## src/rtl/fpps_pkg.sv

```systemverilog
`timescale 1ns / 1ps
package fpps_pkg;

	localparam int unsigned QW = 32;
	localparam int unsigned DtW = 31;
	localparam logic [DtW-1:0] DefaultStep = 31'd655;
	localparam logic signed [QW-1:0] QMax = 32'sh7fff_ffff;
	localparam logic signed [QW-1:0] QMin = 32'sh8000_0000;
	localparam logic signed [QW-1:0] QHalf = 32'sh0000_8000;
	localparam logic signed [QW-1:0] QTwo = 32'sh0002_0000;

	localparam int unsigned NumRegs = 8;
	localparam int unsigned AddrW = 5;

	typedef enum logic [2:0] {
		REG_GAIN_P = 3'd0,
		REG_GAIN_I = 3'd1,
		REG_GAIN_D = 3'd2,
		REG_TAU = 3'd3,
		REG_OUT_LO = 3'd4,
		REG_OUT_HI = 3'd5,
		REG_INT_LO = 3'd6,
		REG_INT_HI = 3'd7
	} reg_idx_t;

	function automatic logic signed [QW-1:0] sat33(input logic signed [QW:0] s);
		logic signed [QW-1:0] r;
		if (s[QW] != s[QW-1]) begin
			r = s[QW] ? QMin : QMax;
		end else begin
			r = s[QW-1:0];
		end
		return r;
	endfunction

	function automatic logic signed [QW-1:0] qadd(input logic signed [QW-1:0] a,
			input logic signed [QW-1:0] b);
		logic signed [QW:0] s;
		s = {a[QW-1], a} + {b[QW-1], b};
		return sat33(s);
	endfunction

	function automatic logic signed [QW-1:0] qsub(input logic signed [QW-1:0] a,
			input logic signed [QW-1:0] b);
		logic signed [QW:0] s;
		s = {a[QW-1], a} - {b[QW-1], b};
		return sat33(s);
	endfunction

	function automatic logic signed [QW-1:0] qclamp(input logic signed [QW-1:0] x,
			input logic signed [QW-1:0] lo, input logic signed [QW-1:0] hi);
		logic signed [QW-1:0] r;
		r = x;
		if (r < lo) begin
			r = lo;
		end
		if (r > hi) begin
			r = hi;
		end
		return r;
	endfunction

endpackage

```

## src/rtl/fpps_mul.sv

```systemverilog
`timescale 1ns / 1ps
module fpps_mul (
	input logic clk,
	input logic arst_n,
	input logic start,
	input logic signed [fpps_pkg::QW-1:0] a,
	input logic signed [fpps_pkg::QW-1:0] b,
	output logic done,
	output logic signed [fpps_pkg::QW-1:0] result
);

	localparam int unsigned W = fpps_pkg::QW;

	logic busy_q;
	logic [5:0] cnt_q;
	logic signed [W:0] acc_q;
	logic [W-1:0] lo_q;
	logic signed [W-1:0] a_q;
	logic signed [W:0] addend;
	logic signed [W:0] sum;
	logic [2*W-1:0] prod;
	logic signed [48:0] qv;
	logic last_bit;
	logic finish;

	assign last_bit = (cnt_q == 6'(W - 1));
	assign finish = busy_q && (cnt_q == 6'(W));
	assign addend = lo_q[0] ? {a_q[W-1], a_q} : '0;
	assign sum = last_bit ? (acc_q - addend) : (acc_q + addend);
	assign prod = {acc_q[W-1:0], lo_q};
	assign qv = $signed({prod[2*W-1], prod[2*W-1:16]}) + $signed({48'd0, prod[15]});

	always_ff @(posedge clk or negedge arst_n) begin
		if (!arst_n) begin
			busy_q <= 1'b0;
			cnt_q <= '0;
			done <= 1'b0;
		end else begin
			done <= 1'b0;
			if (start) begin
				busy_q <= 1'b1;
				cnt_q <= '0;
			end else if (finish) begin
				busy_q <= 1'b0;
				done <= 1'b1;
			end else if (busy_q) begin
				cnt_q <= cnt_q + 6'd1;
			end
		end
	end

	always_ff @(posedge clk) begin
		if (start) begin
			acc_q <= '0;
			lo_q <= b;
			a_q <= a;
		end else if (busy_q && !finish) begin
			acc_q <= {sum[W], sum[W:1]};
			lo_q <= {sum[0], lo_q[W-1:1]};
		end
		if (finish) begin
			if (qv > $signed({{17{1'b0}}, fpps_pkg::QMax})) begin
				result <= fpps_pkg::QMax;
			end else if (qv < $signed({{17{1'b1}}, fpps_pkg::QMin})) begin
				result <= fpps_pkg::QMin;
			end else begin
				result <= qv[W-1:0];
			end
		end
	end

endmodule

```

## src/rtl/fpps_div.sv

```systemverilog
`timescale 1ns / 1ps
module fpps_div (
	input logic clk,
	input logic arst_n,
	input logic start,
	input logic signed [fpps_pkg::QW-1:0] a,
	input logic signed [fpps_pkg::QW-1:0] b,
	output logic done,
	output logic signed [fpps_pkg::QW-1:0] result
);

	localparam int unsigned W = fpps_pkg::QW;
	localparam int unsigned NW = W + 17;

	logic busy_q;
	logic [5:0] cnt_q;
	logic [NW-1:0] n_q;
	logic [W:0] rem_q;
	logic [W:0] d_q;
	logic neg_q;
	logic zero_q;
	logic [W-1:0] ua;
	logic [W-1:0] ub;
	logic [W+1:0] r2;
	logic [W+1:0] diff;
	logic qbit;
	logic finish;

	assign ua = a[W-1] ? W'(-a) : W'(a);
	assign ub = b[W-1] ? W'(-b) : W'(b);
	assign r2 = {rem_q, n_q[NW-1]};
	assign diff = r2 - {1'b0, d_q};
	assign qbit = !diff[W+1];
	assign finish = busy_q && (cnt_q == 6'(NW));

	always_ff @(posedge clk or negedge arst_n) begin
		if (!arst_n) begin
			busy_q <= 1'b0;
			cnt_q <= '0;
			done <= 1'b0;
		end else begin
			done <= 1'b0;
			if (start) begin
				busy_q <= 1'b1;
				cnt_q <= '0;
			end else if (finish) begin
				busy_q <= 1'b0;
				done <= 1'b1;
			end else if (busy_q) begin
				cnt_q <= cnt_q + 6'd1;
			end
		end
	end

	always_ff @(posedge clk) begin
		if (start) begin
			n_q <= {ua, 17'd0} + {17'd0, ub};
			d_q <= {ub, 1'b0};
			rem_q <= '0;
			neg_q <= a[W-1] ^ b[W-1];
			zero_q <= (b == '0);
		end else if (busy_q && !finish) begin
			rem_q <= qbit ? diff[W:0] : r2[W:0];
			n_q <= {n_q[NW-2:0], qbit};
		end
		if (finish) begin
			if (zero_q) begin
				result <= fpps_pkg::QMin;
			end else if (neg_q) begin
				if (n_q > NW'(33'h0_8000_0000)) begin
					result <= fpps_pkg::QMin;
				end else begin
					result <= W'(-n_q);
				end
			end else if (n_q > NW'(32'h7fff_ffff)) begin
				result <= fpps_pkg::QMax;
			end else begin
				result <= n_q[W-1:0];
			end
		end
	end

endmodule

```

## src/rtl/fixed_point_pid_step.sv

```systemverilog
`timescale 1ns / 1ps
// With the derivative enabled a request runs eight serial multiplies and one serial divide;
// when gain_d is zero only the proportional and integral multiplies run and the divide is skipped.
// No new request is taken until the current one has left the output state; the bit-serial
// multiplier is shared by every multiply step, and the output state waits while a result is unread.
// A finished result is held in the output register while the next request is taken.
// Reset clears the FSM, integrator and history, zeroes gains and tau, sets limits to QMin/QMax.
module fixed_point_pid_step #(
	parameter logic [fpps_pkg::DtW-1:0] DEFAULT_STEP = fpps_pkg::DefaultStep
) (
	input logic clk,
	input logic arst_n,
	input logic psel,
	input logic penable,
	input logic pwrite,
	input logic [fpps_pkg::AddrW-1:0] paddr,
	input logic [31:0] pwdata,
	output logic [31:0] prdata,
	output logic pready,
	input logic in_valid,
	output logic in_ready,
	input logic signed [31:0] target,
	input logic signed [31:0] sensed,
	input logic [30:0] step_time,
	output logic out_valid,
	input logic out_ready,
	output logic signed [31:0] drive
);

	localparam int unsigned W = fpps_pkg::QW;

	typedef enum logic [10:0] {
		ST_IDLE = 11'b000_0000_0001,
		ST_PROP = 11'b000_0000_0010,
		ST_T1 = 11'b000_0000_0100,
		ST_T2 = 11'b000_0000_1000,
		ST_T3 = 11'b000_0001_0000,
		ST_TT = 11'b000_0010_0000,
		ST_GA = 11'b000_0100_0000,
		ST_GC = 11'b000_1000_0000,
		ST_GE = 11'b001_0000_0000,
		ST_DIV = 11'b010_0000_0000,
		ST_OUT = 11'b100_0000_0000
	} state_t;

	state_t state_q;
	logic issued_q;

	logic signed [W-1:0] gain_p_q, gain_i_q, gain_d_q;
	logic [30:0] tau_q;
	logic signed [W-1:0] out_lo_q, out_hi_q, int_lo_q, int_hi_q;

	logic signed [W-1:0] integ_q, last_err_q, deriv_q, last_sensed_q;
	logic signed [W-1:0] sensed_q, err_q, prop_q, t1_q, t2_q, tt_q, tmp_q;
	logic [30:0] dt_q;

	logic signed [W-1:0] mul_a, mul_b, mul_res, div_res, dt_s;
	logic mul_go, mul_start, mul_done, div_start, div_done, wr;
	logic [2:0] widx;

	assign pready = 1'b1;
	assign wr = psel && penable && pwrite;
	assign widx = paddr[4:2];
	assign dt_s = $signed({1'b0, dt_q});

	always_comb begin
		unique case (fpps_pkg::reg_idx_t'(widx))
			fpps_pkg::REG_GAIN_P: prdata = gain_p_q;
			fpps_pkg::REG_GAIN_I: prdata = gain_i_q;
			fpps_pkg::REG_GAIN_D: prdata = gain_d_q;
			fpps_pkg::REG_TAU: prdata = {1'b0, tau_q};
			fpps_pkg::REG_OUT_LO: prdata = out_lo_q;
			fpps_pkg::REG_OUT_HI: prdata = out_hi_q;
			fpps_pkg::REG_INT_LO: prdata = int_lo_q;
			fpps_pkg::REG_INT_HI: prdata = int_hi_q;
			default: prdata = '0;
		endcase
	end

	always_ff @(posedge clk or negedge arst_n) begin
		if (!arst_n) begin
			gain_p_q <= '0;
			gain_i_q <= '0;
			gain_d_q <= '0;
			tau_q <= '0;
			out_lo_q <= fpps_pkg::QMin;
			out_hi_q <= fpps_pkg::QMax;
			int_lo_q <= fpps_pkg::QMin;
			int_hi_q <= fpps_pkg::QMax;
		end else if (wr) begin
			unique case (fpps_pkg::reg_idx_t'(widx))
				fpps_pkg::REG_GAIN_P: gain_p_q <= pwdata;
				fpps_pkg::REG_GAIN_I: gain_i_q <= pwdata;
				fpps_pkg::REG_GAIN_D: gain_d_q <= pwdata;
				fpps_pkg::REG_TAU: tau_q <= pwdata[30:0];
				fpps_pkg::REG_OUT_LO: out_lo_q <= pwdata;
				fpps_pkg::REG_OUT_HI: out_hi_q <= pwdata;
				fpps_pkg::REG_INT_LO: int_lo_q <= pwdata;
				fpps_pkg::REG_INT_HI: int_hi_q <= pwdata;
				default: ;
			endcase
		end
	end

	always_comb begin
		mul_go = 1'b1;
		mul_a = '0;
		mul_b = '0;
		unique case (state_q)
			ST_PROP: begin
				mul_a = gain_p_q;
				mul_b = err_q;
			end
			ST_T1: begin
				mul_a = fpps_pkg::QHalf;
				mul_b = gain_i_q;
			end
			ST_T2: begin
				mul_a = dt_s;
				mul_b = err_q + last_err_q;
			end
			ST_T3: begin
				mul_a = t1_q;
				mul_b = t2_q;
			end
			ST_TT: begin
				mul_a = fpps_pkg::QTwo;
				mul_b = $signed({1'b0, tau_q});
			end
			ST_GA: begin
				mul_a = fpps_pkg::QTwo;
				mul_b = gain_d_q;
			end
			ST_GC: begin
				mul_a = tmp_q;
				mul_b = fpps_pkg::qsub(sensed_q, last_sensed_q);
			end
			ST_GE: begin
				mul_a = fpps_pkg::qsub(tt_q, dt_s);
				mul_b = deriv_q;
			end
			default: mul_go = 1'b0;
		endcase
	end

	assign mul_start = mul_go && !issued_q;
	assign div_start = (state_q == ST_DIV) && !issued_q;
	assign in_ready = (state_q == ST_IDLE);

	fpps_mul u_mul (
		.clk(clk),
		.arst_n(arst_n),
		.start(mul_start),
		.a(mul_a),
		.b(mul_b),
		.done(mul_done),
		.result(mul_res)
	);

	fpps_div u_div (
		.clk(clk),
		.arst_n(arst_n),
		.start(div_start),
		.a(fpps_pkg::qadd(tmp_q, t2_q)),
		.b(fpps_pkg::qadd(tt_q, dt_s)),
		.done(div_done),
		.result(div_res)
	);

	always_ff @(posedge clk or negedge arst_n) begin
		if (!arst_n) begin
			state_q <= ST_IDLE;
			issued_q <= 1'b0;
			out_valid <= 1'b0;
			integ_q <= '0;
			last_err_q <= '0;
			deriv_q <= '0;
			last_sensed_q <= '0;
		end else begin
			if (out_valid && out_ready && (state_q != ST_OUT)) begin
				out_valid <= 1'b0;
			end
			if (mul_start || div_start) begin
				issued_q <= 1'b1;
			end
			if (mul_done || div_done) begin
				issued_q <= 1'b0;
			end
			unique case (state_q)
				ST_IDLE: begin
					if (in_valid) begin
						state_q <= ST_PROP;
					end
				end
				ST_PROP: if (mul_done) state_q <= ST_T1;
				ST_T1: if (mul_done) state_q <= ST_T2;
				ST_T2: if (mul_done) state_q <= ST_T3;
				ST_T3: begin
					if (mul_done) begin
						integ_q <= fpps_pkg::qclamp(fpps_pkg::qadd(integ_q, mul_res),
							int_lo_q, int_hi_q);
						if (gain_d_q == '0) begin
							deriv_q <= '0;
							state_q <= ST_OUT;
						end else begin
							state_q <= ST_TT;
						end
					end
				end
				ST_TT: if (mul_done) state_q <= ST_GA;
				ST_GA: if (mul_done) state_q <= ST_GC;
				ST_GC: if (mul_done) state_q <= ST_GE;
				ST_GE: if (mul_done) state_q <= ST_DIV;
				ST_DIV: begin
					if (div_done) begin
						deriv_q <= div_res;
						state_q <= ST_OUT;
					end
				end
				ST_OUT: begin
					if (!out_valid || out_ready) begin
						out_valid <= 1'b1;
						last_err_q <= err_q;
						last_sensed_q <= sensed_q;
						state_q <= ST_IDLE;
					end
				end
				default: state_q <= ST_IDLE;
			endcase
		end
	end

	always_ff @(posedge clk) begin
		if (in_valid && in_ready) begin
			sensed_q <= sensed;
			err_q <= fpps_pkg::qsub(target, sensed);
			dt_q <= (step_time == '0) ? DEFAULT_STEP : step_time;
		end
		if (mul_done) begin
			unique case (state_q)
				ST_PROP: prop_q <= mul_res;
				ST_T1: t1_q <= mul_res;
				ST_T2: t2_q <= mul_res;
				ST_TT: tt_q <= mul_res;
				ST_GA: tmp_q <= mul_res;
				ST_GC: tmp_q <= mul_res;
				ST_GE: t2_q <= mul_res;
				default: ;
			endcase
		end
		if ((state_q == ST_OUT) && (!out_valid || out_ready)) begin
			drive <= fpps_pkg::qclamp(fpps_pkg::qadd(fpps_pkg::qadd(prop_q, integ_q), deriv_q),
				out_lo_q, out_hi_q);
		end
	end

	a_div_only_with_gain: assert property (@(posedge clk) disable iff (!arst_n)
		div_start |-> (gain_d_q != '0))
		else $error("divide started with derivative disabled");

	a_mul_done_pulse: assert property (@(posedge clk) disable iff (!arst_n)
		mul_done |=> !mul_done)
		else $error("multiplier done held for more than one cycle");

	a_no_start_while_issued: assert property (@(posedge clk) disable iff (!arst_n)
		mul_start |=> !mul_start)
		else $error("multiplier restarted while busy");

	a_busy_after_accept: assert property (@(posedge clk) disable iff (!arst_n)
		(in_valid && in_ready) |=> !in_ready)
		else $error("request taken while a step is running");

endmodule
```

## config.mk

```make
export PLATFORM = sky130hd
export DESIGN_NAME = fixed_point_pid_step
export DESIGN_NICKNAME = d
export VERILOG_FILES = /design/src/rtl/fpps_pkg.sv /design/src/rtl/fpps_mul.sv /design/src/rtl/fpps_div.sv /design/src/rtl/fixed_point_pid_step.sv
export SDC_FILE = /design/constraint.sdc
export NUM_CORES = 2
export LEC_CHECK = 0
export ABC_CLOCK_PERIOD_IN_PS = 18300
export BUFFER_PORTS_ARGS = -buffer_cell sky130_fd_sc_hd__buf_4
export CAP_MARGIN = 20
export CORE_UTILIZATION = 43
export CTS_CLUSTER_SIZE = 30
export DETAILED_ROUTE_END_ITERATION = 8
export PLACE_DENSITY = 0.67
export SETUP_SLACK_MARGIN = 0.15
export SLEW_MARGIN = 20
export SYNTH_ARGS = -nofsm -noshare
export SYNTH_HDL_FRONTEND = slang
export SYNTH_SLANG_ARGS = --single-unit
export TNS_END_PERCENT = 10
```

## constraint.sdc

```tcl
create_clock -name clk -period 18.3 [get_ports clk]
set_clock_uncertainty 0.2 [all_clocks]
set_input_delay 2.745 -clock clk [delete_from_list [all_inputs] [get_ports clk]]
set_output_delay 2.745 -clock clk [all_outputs]
set_load 0.05 [all_outputs]
```

; ---- After elaboration in Yosys (flattened, before gate mapping)
; Cells that the tools add are included.
[word_totals]
mem_bits_rw = 0
wordCells = 247
latchBits = 0
ff_bits = 975
romBits = 0
memories = 0
input_bits = 139
out_inout_bits = 67
[classes]
shifts = 0
n_div = 0
n_mux = 80
n_bitwise = 1
n_mul = 0
eq_ne = 44
n_reduce_logical = 55
order_cmp = 8
n_addsub = 19
[op_table]
columns = cell, n
row1 = 32-bit two-way mux, 38
row2 = 32-bit one-hot mux with 8 select lines, 2
row3 = 32-bit one-hot mux with 7 select lines, 1
row4 = 32-bit by 32-bit adder with 33-bit output, 5
row5 = 11-bit two-way mux, 12
row6 = 11-bit one-hot mux with 11 select lines, 1
row7 = 33-bit two-way mux, 3
row8 = 32-bit by 32-bit subtractor with 33-bit output, 3
row9 = "49-bit by 32-bit greater-than comparator with 1-bit output, second input constant", 2
row10 = 49-bit two-way mux, 2
row11 = 32-bit negation, 3
row12 = 32-bit greater-than comparator, 2
row13 = 32-bit zero test, 2
row14 = 32-bit less-than comparator, 2
row15 = 32-bit one-hot mux with 2 select lines, 1
row16 = 48-bit by 2-bit adder with 49-bit output, 1
row17 = 49-bit by 32-bit adder with 49-bit output, 1
row18 = "49-bit by 31-bit greater-than comparator with 1-bit output, second input constant", 1
row19 = "49-bit by 32-bit less-than comparator with 1-bit output, second input constant", 1
row20 = 6-bit two-way mux, 6
row21 = 2-bit AND reduction, 17
row22 = 34-bit by 33-bit subtractor with 34-bit output, 1
row23 = 32-bit by 33-bit adder with 33-bit output, 1
row24 = 32-bit by 33-bit subtractor with 33-bit output, 1
row25 = 34 further kinds, 98

; ---- Logic depth before layout (Yosys ltp)
[depth]
depth_word = 13
ltp_mapped = 66
mapped_depth_nobuf = 61

; ---- By module
; Synthesis repeated with hierarchy kept, for this count alone.
[hier_totals]
cells_unflattened = 7292
area_unflattened_um2 = 68126.6
[by_module_without_submodules]
columns = module, seq_area_each_um2, area_each_um2, cells_per_inst, instances
row1 = fixed_point_pid_step, 18609.1, 48286.3, 5130, 1
row2 = fpps_div, 4314.1, 11374.7, 1278, 1
row3 = fpps_mul, 3723.6, 8465.6, 884, 1

; ---- Least setup slack after synthesis
; No wires, ideal clock.
[synth_timing]
path_kind = register to register
startpoint = reg integ_q[1]
endpoint = reg drive[22] (data pin)
arrival_time_ps = 13309
setup_slack_ps = 4531
n_path_buf = 5
required_time_ps = 17840
stages_incl_launch_ff = 66
setup_ps = 260
cell_sequence = dfrtp_1 -> ha_1 -> a21o_1 -> a21o_1 -> a2111oi_0 -> o31a_1 -> o21bai_1 -> o2111ai_1 -> a31oi_1 -> a31oi_1 -> a21oi_1 -> a21oi_1 -> o21ai_0 -> a21oi_1 -> xnor2_1 -> ha_1 -> inv_1 -> or2_2 -> (+30 left out) -> a41o_1 -> buf_1 -> mux2_2 -> ha_1 -> nor2b_1 -> o21a_1 -> o21a_1 -> o21a_1 -> o21a_1 -> o21a_1 -> o21a_1 -> o21ai_0 -> nand2_1 -> a21oi_1 -> xor2_1 -> nand2_1 -> clkbuf_1 -> mux2_2
[synth_between]
elab_chain_len = 13
word_cells_on_any_way = 15
[synth_rtl]
columns = item, line_no
row1 = from (decl), fixed_point_pid_step.sv:53  ; logic signed [W-1:0] integ_q, last_err_q, deriv_q, last_sensed_q;
row2 = from (signal assigned), fixed_point_pid_step.sv:200  ; integ_q <= fpps_pkg::qclamp(fpps_pkg::qadd(integ_q, mul_res),
row3 = 32-bit by 32-bit adder with 33-bit output (*), fpps_pkg.sv:39  ; s = {a[QW-1], a} + {b[QW-1], b};
row4 = 32-bit two-way mux / 1-bit != test (equally long branches), "fpps_pkg.sv:29, fpps_pkg.sv:28"
row5 = 32-bit two-way mux (*), fpps_pkg.sv:28  ; if (s[QW] != s[QW-1]) begin
row6 = 32-bit two-way mux (*), fixed_point_pid_step.sv:251  ; if ((state_q == ST_OUT) && (!out_valid || out_ready)) begin
row7 = 32-bit by 32-bit adder with 33-bit output (*), fpps_pkg.sv:39
row8 = 32-bit two-way mux / 1-bit != test (equally long branches), "fpps_pkg.sv:29, fpps_pkg.sv:28"
row9 = 32-bit two-way mux (*), fpps_pkg.sv:28
row10 = 32-bit two-way mux (*), fixed_point_pid_step.sv:251
row11 = 32-bit less-than comparator, fpps_pkg.sv:54  ; if (r < lo) begin
row12 = 32-bit two-way mux (*), fpps_pkg.sv:54
row13 = 32-bit two-way mux (*), fixed_point_pid_step.sv:251
row14 = 32-bit greater-than comparator, fpps_pkg.sv:57  ; if (r > hi) begin
row15 = 32-bit two-way mux (*), fpps_pkg.sv:57
row16 = to (signal assigned), fixed_point_pid_step.sv:252  ; drive <= fpps_pkg::qclamp(fpps_pkg::qadd(fpps_pkg::qadd(prop_q, integ_q), deriv_q),
row17 = to (decl), fixed_point_pid_step.sv:27  ; output logic signed [31:0] drive
; Every way passes the cells marked *; elsewhere a longest branch is shown, timed or not. The select of a mux whose other input is x is not followed.
; A chain may end at the register's enable or synchronous reset.

; ---- Final worst setup path
[layout_timing]
startpoint = reg integ_q[1]
endpoint = reg drive[29] (data pin)
; The elaborated chain is that of the path after synthesis.

==> impl_metrics.json <==
{
  "worstHoldStart": "u_div.rem_q[30]$_SDFFE_PP0P_",
  "ys.flop_type": "edfxtp_1",
  "critPathBufInv": 4,
  "ir_drop_uv": 88.2,
  "avgSynthCellArea_sq_um": 9.38,
  "min_period_ns": 16.12,
  "hold_class": "reg2reg",
  "slowest_stage": "a2111oi_0",
  "final_nets": 7975,
  "drtIter0Drc": 7188,
  "synth_seq_cells": 975,
  "dieWidth_um": 400,
  "grt_pass1_wl_mm": 368,
  "cts_tree": "built",
  "async_flop_share_pct": 42.3,
  "gp_congestion": 1.05,
  "firstDrtPassIters": 6,
  "std_cell_rows": 145,
  "drc_errors": 0,
  "path_max_fanout": 31,
  "coreArea_sq_mm": 0.157,
  "crit_family": "compound AO/OA/AOI/OAI gates",
  "layout-drive-gt1-share_pct": 12.7,
  "ys_warn_count": 0,
  "pwr-share-seq_pct": 37.6,
  "ys_seq_area_share_pct": 39.1,
  "postCtsSetupBuffers": 0,
  "syn_nets": 7918,
  "fin_cells": 9483,
  "maxSlewViolCount": 0,
  "fmax_mhz": 62.0,
  "p_per_area_mw_per_mm2": 115,
  "cts_made_buffers": 110,
  "fin_util_pct": 48.2,
  "grt_usage_pct": 31.1,
  "final_common_cell": "o21ai_0",
  "clk_latency_ns": 0.79,
  "cell_internal_pwr_w": 0.00538,
  "vias": 59600,
  "reg2reg_from": "integ_q[1]$_DFFE_PN0P_",
  "syn_area_sq_mm": 0.0681,
  "drtAntennaViolNets": 0,
  "top_regs": "u_div.n_q x49, u_div.rem_q x33",
  "worst-endpoint-arrival_ns": 16.42,
  "post_cts_resize_count": 0,
  "drt_wl_total_mm": 255,
  "relSlewSlack_pct": 21.3,
  "final.period_utilization_pct": 88.1,
  "crit_path_start": "integ_q[1]$_DFFE_PN0P_",
  "clk_path_buf_depth": 3,
  "p_clk_share_pct": 27.2,
  "worst_pin_slew_ns": 1.18,
  "fillerInstances": 14600,
  "synth-edff-count": 498,
  "antenna_found_initial": 16,
  "start_util_pct": 43.4,
  "whs_ns": 0.284,
  "wl_per_cell_um": 26.9,
  "crit_type": "reg2reg",
  "port_buffers": 202,
  "top_register": "u_div.n_q",
  "power.leakage_nw": 31.6,
  "p_sw_w": 0.00329,
  "viasPerCell": 6.28,
  "setup_viol": 0,
  "clockRootBuffer": "clkbuf_16",
  "dp_hpwl_mm": 197,
  "die_h_um": 400,
  "start_kind": "flop",
  "grt_max_degree": 122,
  "synthCells": 7260,
  "combinationalPowerShare_pct": 35.2,
  "rsz0062_at_grt": "no",
  "cpMostUsedCell": "a21o_1",
  "hold_buffers": 0,
  "hold_viol_final": 0,
  "overflow": 0,
  "setup_tns_ns": 0,
  "crit_required_ns": 18.60,
  "clkTransAtPathRegs_ns": 0.06,
  "largest_reg_flops": 49,
  "dieArea_sq_mm": 0.160,
  "final_cell_mix": "651 x o21ai_0, 628 x nand2_1, 507 x ha_1, 498 x edfxtp_1, 488 x a21oi_1",
  "ioPinCount": 206,
  "synth_cell_types": 105,
  "postLayoutCellArea_sq_mm": 0.0756,
  "dp_cells": 9261,
  "endpoint_kind": "flop",
  "status": "completed",
  "p_sw_share_pct": 37.9,
  "cts_sinks": 975,
  "critPathMaxStageDelay_ns": 0.84,
  "cts_max_level": 3,
  "grt_pass1_vias": 54900,
  "place_area_sq_mm": 0.0717,
  "area_growth_pct": 11.1,
  "maxCapViolCount": 0
}
==> final cells by class <==
cell class | count | area, sq um | area share, %
Multi-Input combinational cell | 5487 | 38600 | 51.0
Tap cell | 2058 | 2570 | 3.41
Inverter | 444 | 1670 | 2.21
Clock inverter | 56 | 657 | 0.869
Clock buffer | 153 | 3160 | 4.18
Sequential cell | 975 | 26600 | 35.2
Antenna cell | 11 | 27.5 | 0.0364
Timing Repair Buffer | 299 | 2330 | 3.08
==> cells by family after synthesis <==
| kind of cell | count (synthesis) | share of synthesized area (%) |
|---|---|---|
| compound gates | 2212 | 20.8 |
| xor+xnor | 398 | 5.12 |
| fa+ha+maj | 525 | 9.76 |
| buf+inv | 798 | 4.48 |
| flops | 975 | 39.1 |
| mux | 366 | 6.62 |
| other cells | 1 | 0.00551 |
| simple gates | 1985 | 14.1 |
==> synth_stat cells, types with 15 or more instances <==
cell	number	share of area [%]
and2_1	40	0.37
dfrtp_1	347	13
nand3b_1	28	0.31
and3_1	59	0.54
or4_1	18	0.20
inv_1	442	2.4
a221oi_1	54	0.69
o21ai_0	651	4.8
nand4_1	93	0.85
o21bai_1	52	0.57
o31ai_1	63	0.69
o211ai_1	28	0.31
nor2b_1	60	0.55
nor2_1	480	2.6
xnor2_1	256	3.3
nand2_1	628	3.5
nand2b_1	67	0.62
ha_1	507	9.3
dfxtp_1	65	1.9
clkbuf_1	296	1.6
nor3b_1	18	0.20
nor4_1	60	0.55
o2111ai_1	15	0.19
o22ai_1	15	0.14
o21a_1	64	0.71
a31oi_1	86	0.79
buf_2	26	0.19
buf_1	27	0.15
or3_1	53	0.49
mux2i_1	79	1.2
nor3_1	154	1.1
mux4_2	43	1.4
xor2_1	142	1.8
mux2_2	243	4.0
a211oi_1	95	1.0
a21oi_1	493	3.6
a22o_1	67	0.86
a21o_1	197	2.2
a211o_1	29	0.37
a22oi_1	100	1.1
edfxtp_1	498	22
nand3_1	133	0.98
dfstp_2	65	2.5
or2_2	31	0.28
==> stage by stage <==
stage               power, W  setup WS [ns]
finish               0.00867           2.18
global route         0.00909           1.22
CTS                  0.00863           2.42
detailed placement   0.00627           2.54
global placement     0.00620           2.57
floorplan            0.00528           4.53
==> layer usage <==
metal / global-route usage [%] / up-vias / share of wire, %
met4: 20.2 / 10 / 7.4
met5: 0.333 / - / 0.053
met2: 44.8 / 3054 / 42
met1: 41.6 / 28900 / 41
met3: 7.36 / 605 / 10
li1: - / 27000 / -
==> power by group through the flow <==
stage | clock [W] | combinational (W) | sequential [W]
3_5_place_dp | 0 | 0.00300 | 0.00327
6_report | 0.00236 | 0.00305 | 0.00326
3_3_place_gp | 0 | 0.00294 | 0.00326
4_1_cts | 0.00238 | 0.00302 | 0.00323
5_1_grt | 0.00246 | 0.00334 | 0.00328
2_1_floorplan | 0 | 0.00225 | 0.00303
==> path summary, 6_finish.rpt <==
check,endpoint,slack (ns),depth (start not counted)
setup / recovery,drive[29]$_DFFE_PP_,2.18,61
hold / removal,u_div.rem_q[30]$_SDFFE_PP0P_,0.28,2
setup reg to reg,drive[29]$_DFFE_PP_,2.18,61
hold reg to reg,u_div.rem_q[30]$_SDFFE_PP0P_,0.28,2
max in group asynchronous,gain_d_q[29]$_DFFE_PN0P_,13.14,4
min in group asynchronous,out_lo_q[9]$_DFFE_PN0P_,1.76,1
==> worst reg2reg max path: cells and delay by family, from the launching register on <==
family                     cells  cell delay, ns
AOI/OAI and AO/OA             40           10.12
xor gates and xnor gates       3            0.37
adders and majority gates      6            2.01
buffers and inverters          4            0.94
DFF                            1            0.46
muxes                          2            0.80
and+or+nand+nor                6            0.92
(Power assumes the default switching activity.)
